## src/hdl/tmn_pkg.sv

```systemverilog
// Shared types and constants of the token mutex node.
`default_nettype none
package tmn_pkg;

  localparam int NODES      = 8;
  localparam int COUNT_BITS = 16;
  localparam int NODE_W     = $clog2(NODES);
  localparam int FIELD_W    = 3;
  localparam int OWN        = NODES - 1;

  typedef logic [COUNT_BITS-1:0] count_t;
  typedef logic [NODE_W-1:0]     addr_t;
  typedef logic [FIELD_W-1:0]    node_t;

  typedef enum logic [1:0] {
    MODE_LOCAL  = 2'd0,
    MODE_REMOTE = 2'd1,
    MODE_TOKEN  = 2'd2,
    MODE_LEAVE  = 2'd3
  } mode_t;

  typedef enum logic [1:0] {
    ACT_BCAST = 2'd0,
    ACT_TOKEN = 2'd1,
    ACT_ENTER = 2'd2
  } action_t;

  typedef enum logic [1:0] {
    PH_OUTSIDE = 2'd0,
    PH_WAITING = 2'd1,
    PH_INSIDE  = 2'd2
  } phase_t;

  typedef enum logic [2:0] {
    ST_IDLE,
    ST_LOCAL,
    ST_REMOTE,
    ST_TOK_RD,
    ST_ENTER,
    ST_SCAN,
    ST_SEND_RD,
    ST_SEND
  } state_t;

  typedef struct packed {
    mode_t  mode;
    node_t  node;
    count_t count;
    logic   last;
  } in_item_t;

  typedef struct packed {
    action_t action;
    node_t   dest;
    node_t   entry_node;
    count_t  count;
    logic    last;
  } res_t;

  typedef struct packed {
    logic   we;
    addr_t  waddr;
    count_t wdata;
    logic   re;
    addr_t  raddr;
  } mem_req_t;

endpackage
`default_nettype wire

```

## src/hdl/tmn_cnt_mem.sv

```systemverilog
// Count memory: one write and one registered read port, per-entry valid bits.
`default_nettype none
module tmn_cnt_mem
  import tmn_pkg::*;
(
  input  wire logic     clk,
  input  wire logic     rst,
  input  wire mem_req_t req,
  output count_t        rdata
);

  count_t           mem [NODES];
  logic [NODES-1:0] vld;

  always_ff @(posedge clk) begin
    if (req.we) begin
      mem[req.waddr] <= req.wdata;
    end
    if (req.re) begin
      rdata <= vld[req.raddr] ? mem[req.raddr] : '0;
    end
  end

  always_ff @(posedge clk) begin
    if (rst) begin
      vld <= '0;
    end else if (req.we) begin
      vld[req.waddr] <= 1'b1;
    end
  end

endmodule
`default_nettype wire

```

## src/hdl/tmn_ctrl.sv

```systemverilog
// Sequencer: read-modify-write of the count memories, token scan and send.
`default_nettype none
module tmn_ctrl
  import tmn_pkg::*;
(
  input  wire logic     clk,
  input  wire logic     rst,
  input  wire logic     in_valid,
  output logic          in_ready,
  input  wire in_item_t in_item,
  input  wire logic     cfg_we,
  input  wire logic     cfg_bit,
  output mem_req_t      req_port,
  input  wire count_t   req_rdata,
  output mem_req_t      srv_port,
  input  wire count_t   srv_rdata,
  output logic          emit,
  output res_t          res,
  input  wire logic     can_emit
);

  state_t state, state_next;
  phase_t phase, phase_next;
  logic   token_held, token_held_next;
  node_t  node_r, node_r_next;
  count_t cnt_r, cnt_r_next;
  addr_t  idx, idx_next;
  addr_t  best_idx, best_idx_next;
  count_t best_cnt, best_cnt_next;
  logic   best_found, best_found_next;
  node_t  dest, dest_next;

  addr_t  own_addr;
  addr_t  in_addr;
  addr_t  p_idx;
  count_t req_inc;
  count_t diff;
  logic   pending;
  logic   take;

  assign own_addr = NODE_W'(OWN);
  assign in_addr  = NODE_W'(in_item.node);
  assign p_idx    = idx - 1'b1;
  assign req_inc  = req_rdata + 1'b1;
  assign diff     = req_rdata - srv_rdata;
  assign pending  = (diff != '0) && !diff[COUNT_BITS-1];
  assign take     = pending && (!best_found || (srv_rdata < best_cnt));

  always_ff @(posedge clk) begin
    if (rst) begin
      state      <= ST_IDLE;
      phase      <= PH_OUTSIDE;
      token_held <= 1'b0;
      best_found <= 1'b0;
    end else begin
      state      <= state_next;
      phase      <= phase_next;
      token_held <= cfg_we ? cfg_bit : token_held_next;
      best_found <= best_found_next;
    end
  end

  always_ff @(posedge clk) begin
    node_r   <= node_r_next;
    cnt_r    <= cnt_r_next;
    idx      <= idx_next;
    best_idx <= best_idx_next;
    best_cnt <= best_cnt_next;
    dest     <= dest_next;
  end

  always_comb begin
    state_next      = state;
    phase_next      = phase;
    token_held_next = token_held;
    node_r_next     = node_r;
    cnt_r_next      = cnt_r;
    idx_next        = idx;
    best_idx_next   = best_idx;
    best_cnt_next   = best_cnt;
    best_found_next = best_found;
    dest_next       = dest;
    req_port        = '0;
    srv_port        = '0;
    emit            = 1'b0;
    res             = '0;
    in_ready        = (state == ST_IDLE);

    unique case (state)
      ST_IDLE: begin
        if (in_valid) begin
          node_r_next = in_item.node;
          cnt_r_next  = in_item.count;
          unique case (in_item.mode)
            MODE_LOCAL: begin
              if (phase == PH_OUTSIDE) begin
                req_port.re    = 1'b1;
                req_port.raddr = own_addr;
                srv_port.re    = 1'b1;
                srv_port.raddr = own_addr;
                state_next     = ST_LOCAL;
              end
            end
            MODE_REMOTE: begin
              if (32'(in_item.node) < OWN) begin
                req_port.re    = 1'b1;
                req_port.raddr = in_addr;
                state_next     = ST_REMOTE;
              end
            end
            MODE_TOKEN: begin
              if (32'(in_item.node) < NODES) begin
                srv_port.we    = 1'b1;
                srv_port.waddr = in_addr;
                srv_port.wdata = in_item.count;
              end
              if (in_item.last) begin
                token_held_next = 1'b1;
                if (phase == PH_WAITING) begin
                  state_next = ST_TOK_RD;
                end
              end
            end
            MODE_LEAVE: begin
              if (phase == PH_INSIDE && token_held) begin
                phase_next      = PH_OUTSIDE;
                idx_next        = '0;
                best_found_next = 1'b0;
                state_next      = ST_SCAN;
              end
            end
          endcase
        end
      end

      ST_LOCAL: begin
        if (can_emit) begin
          emit           = 1'b1;
          res.last       = 1'b1;
          req_port.we    = 1'b1;
          req_port.waddr = own_addr;
          req_port.wdata = req_inc;
          if (token_held) begin
            srv_port.we    = 1'b1;
            srv_port.waddr = own_addr;
            srv_port.wdata = srv_rdata + 1'b1;
            phase_next     = PH_INSIDE;
            res.action     = ACT_ENTER;
          end else begin
            phase_next     = PH_WAITING;
            res.action     = ACT_BCAST;
            res.entry_node = FIELD_W'(OWN);
            res.count      = req_inc;
          end
          state_next = ST_IDLE;
        end
      end

      ST_REMOTE: begin
        if (cnt_r > req_rdata) begin
          req_port.we    = 1'b1;
          req_port.waddr = NODE_W'(node_r);
          req_port.wdata = cnt_r;
        end
        if (phase == PH_OUTSIDE && token_held) begin
          dest_next  = node_r;
          idx_next   = '0;
          state_next = ST_SEND_RD;
        end else begin
          state_next = ST_IDLE;
        end
      end

      ST_TOK_RD: begin
        srv_port.re    = 1'b1;
        srv_port.raddr = own_addr;
        state_next     = ST_ENTER;
      end

      ST_ENTER: begin
        if (can_emit) begin
          emit           = 1'b1;
          res.action     = ACT_ENTER;
          res.last       = 1'b1;
          srv_port.we    = 1'b1;
          srv_port.waddr = own_addr;
          srv_port.wdata = srv_rdata + 1'b1;
          phase_next     = PH_INSIDE;
          state_next     = ST_IDLE;
        end
      end

      ST_SCAN: begin
        if (idx != own_addr) begin
          req_port.re    = 1'b1;
          req_port.raddr = idx;
          srv_port.re    = 1'b1;
          srv_port.raddr = idx;
        end
        if (idx != '0 && take) begin
          best_found_next = 1'b1;
          best_idx_next   = p_idx;
          best_cnt_next   = srv_rdata;
        end
        idx_next = idx + 1'b1;
        if (idx == own_addr) begin
          idx_next = '0;
          if (best_found_next) begin
            dest_next  = FIELD_W'(best_idx_next);
            state_next = ST_SEND_RD;
          end else begin
            state_next = ST_IDLE;
          end
        end
      end

      ST_SEND_RD: begin
        srv_port.re    = 1'b1;
        srv_port.raddr = idx;
        state_next     = ST_SEND;
      end

      ST_SEND: begin
        if (can_emit) begin
          emit           = 1'b1;
          res.action     = ACT_TOKEN;
          res.dest       = dest;
          res.entry_node = FIELD_W'(idx);
          res.count      = srv_rdata;
          res.last       = (idx == own_addr);
          if (idx == own_addr) begin
            token_held_next = 1'b0;
            state_next      = ST_IDLE;
          end else begin
            srv_port.re    = 1'b1;
            srv_port.raddr = idx + 1'b1;
            idx_next       = idx + 1'b1;
          end
        end
      end

      default: state_next = ST_IDLE;
    endcase
  end

  a_send_drops_token: assert property (@(posedge clk) disable iff (rst)
    (state == ST_SEND && emit && idx == own_addr) |=> !token_held)
    else $error("token still held after last entry sent");

  a_single_result_last: assert property (@(posedge clk) disable iff (rst)
    (emit && res.action != ACT_TOKEN) |-> res.last)
    else $error("single result not marked last");

  a_no_req_collision: assert property (@(posedge clk) disable iff (rst)
    !(req_port.we && req_port.re && req_port.waddr == req_port.raddr))
    else $error("request memory read and write hit same entry");

  a_send_no_srv_write: assert property (@(posedge clk) disable iff (rst)
    (state == ST_SEND || state == ST_SCAN) |-> !srv_port.we)
    else $error("served count written during scan or send");

endmodule
`default_nettype wire

```

## src/hdl/token_mutex_node_unit.sv

```systemverilog
// Top level of the token mutex node: stream ports, memories, output register.
// One node of token-based mutual exclusion; its own index is NODES-1. Request
// and served counts live in two small memories with registered reads, both
// cleared by reset through per-entry valid bits, so no clearing pass is needed.
// Items are handled one at a time: a local request, a remote request (which
// may also send the token), a token entry (which may complete a wait), and a
// leave, which runs the requester scan and then, if a requester waits, the
// token send. The scan walks the single read port of each memory one entry
// per cycle and the send one entry per result; results are one per cycle
// while the output side is ready. Each result sits in an output register, so
// a new item is taken while the last result waits.
`default_nettype none
module token_mutex_node_unit
  import tmn_pkg::*;
(
  input  wire logic        clk,
  input  wire logic        rst,
  input  wire logic        cfg_valid,
  output logic             cfg_ready,
  input  wire logic        cfg_data,       // start_with_token
  input  wire logic        s_axis_tvalid,
  output logic             s_axis_tready,
  input  wire logic [23:0] s_axis_tdata,   // node[2:0], count[18:3], zero pad
  input  wire logic [1:0]  s_axis_tuser,   // mode
  input  wire logic        s_axis_tlast,   // last_entry
  output logic             m_axis_tvalid,
  input  wire logic        m_axis_tready,
  output logic [23:0]      m_axis_tdata,   // dest_node[2:0], entry_node[5:3],
                                           // entry_count[21:6], zero pad
  output logic [1:0]       m_axis_tuser,   // action
  output logic             m_axis_tlast    // last_of_run
);

  in_item_t in_item;
  mem_req_t req_port, srv_port;
  count_t   req_rdata, srv_rdata;
  logic     emit, can_emit;
  res_t     res, out_r;
  logic     out_valid;

  assign cfg_ready    = 1'b1;
  assign in_item.mode  = mode_t'(s_axis_tuser);
  assign in_item.node  = s_axis_tdata[FIELD_W-1:0];
  assign in_item.count = s_axis_tdata[FIELD_W+COUNT_BITS-1:FIELD_W];
  assign in_item.last  = s_axis_tlast;

  tmn_cnt_mem u_req_mem (
    .clk   (clk),
    .rst   (rst),
    .req   (req_port),
    .rdata (req_rdata)
  );

  tmn_cnt_mem u_srv_mem (
    .clk   (clk),
    .rst   (rst),
    .req   (srv_port),
    .rdata (srv_rdata)
  );

  tmn_ctrl u_ctrl (
    .clk       (clk),
    .rst       (rst),
    .in_valid  (s_axis_tvalid),
    .in_ready  (s_axis_tready),
    .in_item   (in_item),
    .cfg_we    (cfg_valid),
    .cfg_bit   (cfg_data),
    .req_port  (req_port),
    .req_rdata (req_rdata),
    .srv_port  (srv_port),
    .srv_rdata (srv_rdata),
    .emit      (emit),
    .res       (res),
    .can_emit  (can_emit)
  );

  assign can_emit = !out_valid || m_axis_tready;

  always_ff @(posedge clk) begin
    if (rst) begin
      out_valid <= 1'b0;
    end else if (can_emit) begin
      out_valid <= emit;
    end
  end

  always_ff @(posedge clk) begin
    if (can_emit && emit) begin
      out_r <= res;
    end
  end

  assign m_axis_tvalid = out_valid;
  assign m_axis_tuser  = out_r.action;
  assign m_axis_tlast  = out_r.last;
  assign m_axis_tdata  = {2'b00, out_r.count, out_r.entry_node, out_r.dest};

endmodule
`default_nettype wire
```

## config.mk

```make
export PLATFORM = sky130hd
export DESIGN_NAME = token_mutex_node_unit
export DESIGN_NICKNAME = d
export VERILOG_FILES = /design/src/hdl/tmn_pkg.sv /design/src/hdl/tmn_cnt_mem.sv /design/src/hdl/tmn_ctrl.sv /design/src/hdl/token_mutex_node_unit.sv
export SDC_FILE = /design/constraint.sdc
export NUM_CORES = 1
export LEC_CHECK = 0
export CORE_UTILIZATION = 35
export DETAILED_ROUTE_END_ITERATION = 8
export DONT_BUFFER_PORTS = 1
export SLEW_MARGIN = 20
export SYNTH_ARGS = -nofsm -noshare
export SYNTH_HDL_FRONTEND = slang
export SYNTH_SLANG_ARGS = --single-unit
```

## constraint.sdc

```tcl
create_clock -name clk -period 6.98 [get_ports clk]
set_input_delay 0 -clock clk [delete_from_list [all_inputs] [get_ports clk]]
set_output_delay 0 -clock clk [all_outputs]
set_load 0.01 [all_outputs]
```

======== Word-level counts from Yosys, hierarchy flattened ========
Memory sizes are Yosys's and may differ from the RTL's. A register that Yosys moved wholly into a read port is not among the register bits.
Index checks and enable logic that the tools add are counted.
cells by class
  add/sub/neg operators ................... 5
  magnitude comparators ................... 9
  eq/ne operators ......................... 36
  mux-type cells .......................... 89
  bitwise operators ....................... 2
  reduce and logical (&&, ||, !) cells .... 36
operators with widths
  cell                                                                           count
  20-bit 2-to-1 mux                                                              7
  3-bit 2-to-1 mux                                                               23
  20-bit case mux with 3 select lines                                            1
  24-bit 2-to-1 mux                                                              2
  20-bit case mux with 2 select lines                                            1
  19-bit case mux with 2 select lines                                            1
  16-bit by 1-bit adder with 16-bit output (second input constant)               2
  4-bit 2-to-1 mux                                                               7
  3-bit case mux with 4 select lines                                             2
  1-bit 2-to-1 mux                                                               21
  3-bit by 2-bit != test with 1-bit output (second input constant)               7
  3-bit case mux with 7 select lines                                             1
  4-bit case mux with 5 select lines                                             1
  19-bit 2-to-1 mux                                                              1
  2-bit 2-to-1 mux                                                               9
  16-bit greater-than comparator                                                 1
  16-bit less-than comparator                                                    1
  3-bit by 4-bit less-than comparator with 1-bit output (second input constant)  4
  8-bit bitwise OR                                                               2
  4-bit case mux with 2 select lines                                             2
  16-bit nonzero test                                                            1
  16-bit subtractor                                                              1
  3-bit equality test (second input constant)                                    5
  2-bit by 1-bit != test with 1-bit output (second input constant)               7
  other kinds (31)                                                               67
word-level totals
  flip-flop bits (word level) ............. 93
  RAM bits ................................ 256
  input bits .............................. 33
  output and inout port bits .............. 30
  word-level logic and storage cells ...... 197
  memories kept ........................... 2
memory list
  memory         depth  bits a word  rd ports  clocked after memory_dff  wr ports  line               RTL
  u_req_mem.mem  8      16           1         1                         1         tmn_cnt_mem.sv:12  count_t mem [NODES];
  u_srv_mem.mem  8      16           1         1                         1         tmn_cnt_mem.sv:12

======== Depth between registers and ports, before layout ========
  word-level depth ........................ 10
  mapped depth ............................ 13
  mapped depth without buffers ............ 11

======== Hierarchy ========
From an unflattened synthesis, not the netlist that was laid out.
unflattened totals
  cell total of the unflattened synthesis .. 1237
  area, all modules ....................... 17725.8 um2
by module, submodules not included
  module                 instances  cells each  area each (um2)
  tmn_cnt_mem            2          253         5689.2
  tmn_ctrl               1          696         5511.5
  token_mutex_node_unit  1          35          835.8

======== Worst setup path after synthesis ========
Ideal clock, no wire load.
  path type ............................... register to register
  from .................................... register u_ctrl.state[2]
  to ...................................... memory u_srv_mem.mem[0][0] (netlist bit) (enable)
  setup time .............................. 434 ps
  data arrival time ....................... 3091 ps
  setup slack ............................. 3456 ps
  stages on the path, launching flop included .. 8
  buffers on the path ..................... 1
  period minus slack after synthesis ...... 3524 ps
  path through ............................ dfxtp_1 buf_6 or3_4 inv_2 nand2_2 inv_2 nand2_1 nor4_1
on the way
  longest elaborated chain between the ends .. 4
  elaborated cells on any way between the ends .. 6
  those cells by class .................... eq/ne (2); mux (3); reduce/logical (1)
ends and longest elaborated chain
  element                                  line                         RTL
  start, declared                          tmn_ctrl.sv:22               state_t state, state_next;
  start signal, assigned                   tmn_ctrl.sv:56               state <= state_next;
  3-bit logical NOT (*)                    n/a
  named net s_axis_tready                  token_mutex_node_unit.sv:22  output logic s_axis_tready,
  20-bit case mux with 3 select lines (*)  tmn_ctrl.sv:89               unique case (state)
  1-bit 2-to-1 mux                         tmn_cnt_mem.sv:16            if (req.we) begin
  1-bit 2-to-1 mux (implied by the code)   tmn_cnt_mem.sv:17            mem[req.waddr] <= req.wdata;
  end, declared                            tmn_cnt_mem.sv:12
Mark *: on every way through the listed nets, which the timed path passes. The rest lies on a longest branch.

======== Final worst setup path ========
  from .................................... register u_ctrl.state[0]
  to ...................................... register u_srv_mem.rdata[5], read port of u_srv_mem.mem, data pin
on the way
  longest elaborated chain between the ends .. 5
  elaborated cells on any way between the ends .. 9
  those cells by class .................... eq/ne (4); mux (3); reduce/logical (2)
ends and longest elaborated chain
  element                                      line               RTL
  3-bit equality test (tied with other cells)  tmn_ctrl.sv:89
  4-bit case mux with 5 select lines (*)       tmn_ctrl.sv:89
  1-bit binary-select mux with 3-bit select    tmn_cnt_mem.sv:20  rdata <= vld[req.raddr] ? mem[req.raddr] : '0;
  1-bit 2-to-1 mux (implied by the code)       tmn_cnt_mem.sv:20
  1-bit logical NOT (no line)                  n/a
  end, declared                                tmn_cnt_mem.sv:9   output count_t rdata
Mark *: on every way between the ends. The rest lies on a longest branch, timed or not. The select of a mux whose other input is x is not followed.
A chain may end at the register's enable or synchronous reset.

==> impl_metrics.env <==
export IMPL_synth_cell_types=88
export IMPL_fin_worst_skew_ns=0.01563
export IMPL_fin_nets=1673
export IMPL_clk_pin_slew_ns=0.06
export IMPL_syn_to_final_growth_pct=12.79
export IMPL_cts_sinks=381
export IMPL_worst_slew_pin_slew_ns=1.134
export IMPL_slew_limit_headroom_pct=24.40
export IMPL_yosysSeqAreaShare_pct=62.89
export IMPL_detail_route_wirelength_um=45340
export IMPL_io_buffers=0
export IMPL_clock_tree_buffer_depth=3
export IMPL_drv_cap=0
export IMPL_slowest_delay_ns=0.87
export IMPL_crit_required_ns=7.21
export IMPL_drt_first_pass_iters=5
export IMPL_cts_resized=0
export IMPL_vias=12280
export IMPL_grt_pass1_wl_um=69210
export IMPL_wl_met2_um=22290
export IMPL_grt_pass1_vias=11860
export IMPL_critPathKind="flop to flop"
export IMPL_min_period_ns=4.561
export IMPL_path_delay_family="simple AND/OR/NAND/NOR gates"
export IMPL_io_pins=63
export IMPL_p_seq_share_pct=42.2
export IMPL_std_cell_rows=82
export IMPL_place_area_sq_mm=0.01853
export IMPL_finalSetupViolCount=0
export IMPL_synth_main_ff_cell="edfxtp_1"
export IMPL_hp_class="input port to flop"
export IMPL_numCtsBuffers=40
export IMPL_synthArstFlopShare_pct=0
export IMPL_final_cells=2274
export IMPL_clockPowerShare_pct=27.1
export IMPL_post_cts_setup_buffers=0
export IMPL_dp_hpwl_um=28880
export IMPL_grt_use_total_pct=17.56
export IMPL_top_layer_used="met5"
export IMPL_drtIter0Drc=1097
export IMPL_leakage_nw=7.058
export IMPL_diodes=0
export IMPL_die_x_um=227.6
export IMPL_worst_path_max_fanout=67
export IMPL_crit_buf_inv=1
export IMPL_holdPathEnd="u_srv_mem.mem[6][14]$_DFFE_PP_"
export IMPL_power_frac_comb_pct=30.7
export IMPL_drive_gt1_share_pct=7.428
export IMPL_dr_wl_met3_um=2615
export IMPL_power_internal_mw=5.104
export IMPL_rr_worst_depth=9
export IMPL_holdBufCountCts=25
export IMPL_drc=0
export IMPL_powerDensity_mw_per_mm2=393.5
export IMPL_slew_viol_final=0
export IMPL_fp_coreArea_sq_mm=0.05017
export IMPL_routedWlPerCell_um=19.94
export IMPL_yosys_warnings=0
export IMPL_power_switching_mw=2.800
export IMPL_synth_edf_count=357
export IMPL_wl_met1_um=19210
export IMPL_peakVddDrop_uv=184.0
export IMPL_critical_path_arrival_ns=4.79
export IMPL_startpoint_type="flop"
export IMPL_post_place_cells=2183
export IMPL_antenna_found_initial=1
export IMPL_worst_path_max_delay_cell="a31oi_2"
export IMPL_syn_instance_count=1567
export IMPL_outcome="completed"
export IMPL_hold_start="s_axis_tdata[17]"
export IMPL_synth_seq_cells=381
export IMPL_cp_end_kind="flop"
export IMPL_clock_latency_ns=0.53
export IMPL_via_per_inst=5.400
export IMPL_grt_max_degree=70
export IMPL_tns_ns=0
export IMPL_place_congestion=0.8779
export IMPL_htree_levels=2
export IMPL_overflow=0
export IMPL_fmax_mhz=219.2
export IMPL_worstHoldPathCells=2
export IMPL_timing_rr_start="u_ctrl.state[0]$_SDFFE_PP0P_"
export IMPL_die_height_um=227.6
export IMPL_finalCritPeriodShare_pct=65.35
export IMPL_dieArea_sq_mm=0.05179
export IMPL_synth_avg_cell_area_sq_um=11.37
export IMPL_start_util_pct=35.50
export IMPL_worstPathCellList="nand3_1 -> nand2b_1 -> nor3_1 -> a211o_2 -> buf_4 -> and3_1 -> a311oi_1 -> a31oi_2 -> a21oi_1"
export IMPL_reg2reg_slack_ns=2.42
export IMPL_root_buffer="clkbuf_16"
export IMPL_hold_violations=0
export IMPL_fin_area_sq_mm=0.02009
export IMPL_netlist_area_sq_mm=0.01781
export IMPL_antenna_left=0
export IMPL_switching_share_pct=35.43
export IMPL_cts_tree="yes"
export IMPL_rsz0062_at_grt="false"
export IMPL_r2r_end="u_srv_mem.rdata[5]$_SDFFCE_PN0P_"
==> cell usage in the layout (no fill, tap or decap), types with 17 or more instances in the layout <==
cell type | synthesis | routed
edfxtp_1 | 357 | 357
nand2_1 | 314 | 314
nand3_1 | 157 | 157
nor2_1 | 84 | 81
inv_1 | 60 | 60
ha_1 | 60 | 60
a21oi_1 | 57 | 56
o21ai_0 | 56 | 49
clkbuf_16 | 0 | 41
xnor2_1 | 32 | 32
a31oi_1 | 30 | 30
dlygate4sd3_1 | 0 | 25
dfxtp_1 | 24 | 24
a211oi_1 | 23 | 22
buf_4 | 8 | 22
and2_1 | 20 | 20
nor3_1 | 21 | 18
a311oi_1 | 17 | 17
==> metrics by stage <==
stage | hold slack (ns) | setup slack [ns] | utilization [%] | power (mW)
2_1_floorplan | 0.09887 | 3.456 | - | 5.026
3_3_place_gp | 0.07875 | 2.537 | 36.93 | 5.734
3_5_place_dp | 0.08174 | 2.425 | 36.94 | 5.779
4_1_cts | 0.007797 | 2.414 | 40.03 | 7.939
5_1_grt | 0.02119 | 2.082 | 40.04 | 8.335
6_report | 0.001085 | 2.419 | 40.04 | 7.904
==> sequential cells by signal, summed over array words and instances, names as in the netlist, 8 cells and up <==
register	count
m_axis_tdata	22
u_ctrl.best_cnt	16
u_ctrl.cnt_r	16
u_req_mem.mem	128
u_req_mem.rdata	16
u_req_mem.vld	8
u_srv_mem.mem	128
u_srv_mem.rdata	16
u_srv_mem.vld	8
==> cell families after synthesis <==
logic type	count (synthesis)	synth area share, %
muxes	1	0.05621
and+or+nand+nor	679	17.32
other	2	0.04217
adders and majority gates	61	4.328
AOI/OAI and AO/OA	266	10.18
DFF	381	62.89
buffers and inverters	143	3.506
xor gates and xnor gates	34	1.672
==> power by group through the flow <==
stage | logic (mW) | clock network, mW | registers (mW)
after floorplan | 1.77 | 0 | 3.26
after global placement | 2.36 | 0 | 3.37
after detailed placement | 2.40 | 0 | 3.38
after CTS | 2.43 | 2.18 | 3.33
after global routing | 2.70 | 2.26 | 3.37
final | 2.43 | 2.14 | 3.33
==> routing by layer <==
layer  up-vias  GRT usage, %
li1       5731             -
met1      6030         22.93
met2       418         29.94
met3        98         2.659
met4         2         5.347
met5         -             0
==> cells in the mapped netlist (all sizes together) (14+ instances only) <==
library cell | count | area [sq um]
edfxtp | 357 | 10720
o21ai | 63 | 337.8
nor2 | 84 | 315.3
nand2b | 14 | 87.58
o22ai | 17 | 106.4
buf | 44 | 246.5
inv | 63 | 236.5
a311oi | 18 | 163.9
and2 | 23 | 143.9
nand2 | 315 | 1185
a21oi | 58 | 294.0
nor3 | 22 | 115.1
ha | 60 | 750.7
a211oi | 24 | 185.2
clkbuf | 34 | 127.6
a31oi | 33 | 234.0
nor2b | 16 | 100.1
xnor2 | 32 | 280.3
nand3 | 157 | 785.8
dfxtp | 24 | 480.5
==> layout make-up <==
cell class	instances	area, sq um
Clock buffer	48	1052
Clock inverter	17	247.7
Fill cell	4669	30080
Inverter	64	240.2
Multi-Input combinational cell	1044	6086
Sequential cell	381	11200
Tap cell	672	840.8
Timing Repair Buffer	48	420.4
==> how the worst max path moves through the flow <==
| stage | from | end | slack (ns) | depth (start not counted) |
|---|---|---|---|---|
| finish | u_ctrl.state[0]$_SDFFE_PP0P_ | u_srv_mem.rdata[5]$_SDFFCE_PN0P_ | 2.42 | 9 |
| global route | u_ctrl.state[0]$_SDFFE_PP0P_ | u_srv_mem.rdata[5]$_SDFFCE_PN0P_ | 2.08 | 9 |
| CTS | u_ctrl.state[0]$_SDFFE_PP0P_ | u_srv_mem.rdata[8]$_SDFFCE_PN0P_ | 2.41 | 9 |
| detailed placement | u_ctrl.state[0]$_SDFFE_PP0P_ | u_srv_mem.rdata[8]$_SDFFCE_PN0P_ | 2.43 | 9 |
| global placement | u_ctrl.state[0]$_SDFFE_PP0P_ | u_srv_mem.rdata[4]$_SDFFCE_PN0P_ | 2.54 | 9 |
| floorplan | u_ctrl.state[2]$_SDFFE_PP0P_ | u_srv_mem.mem[0][0]$_DFFE_PP_ | 3.46 | 7 |
(Power assumes the default switching activity.)
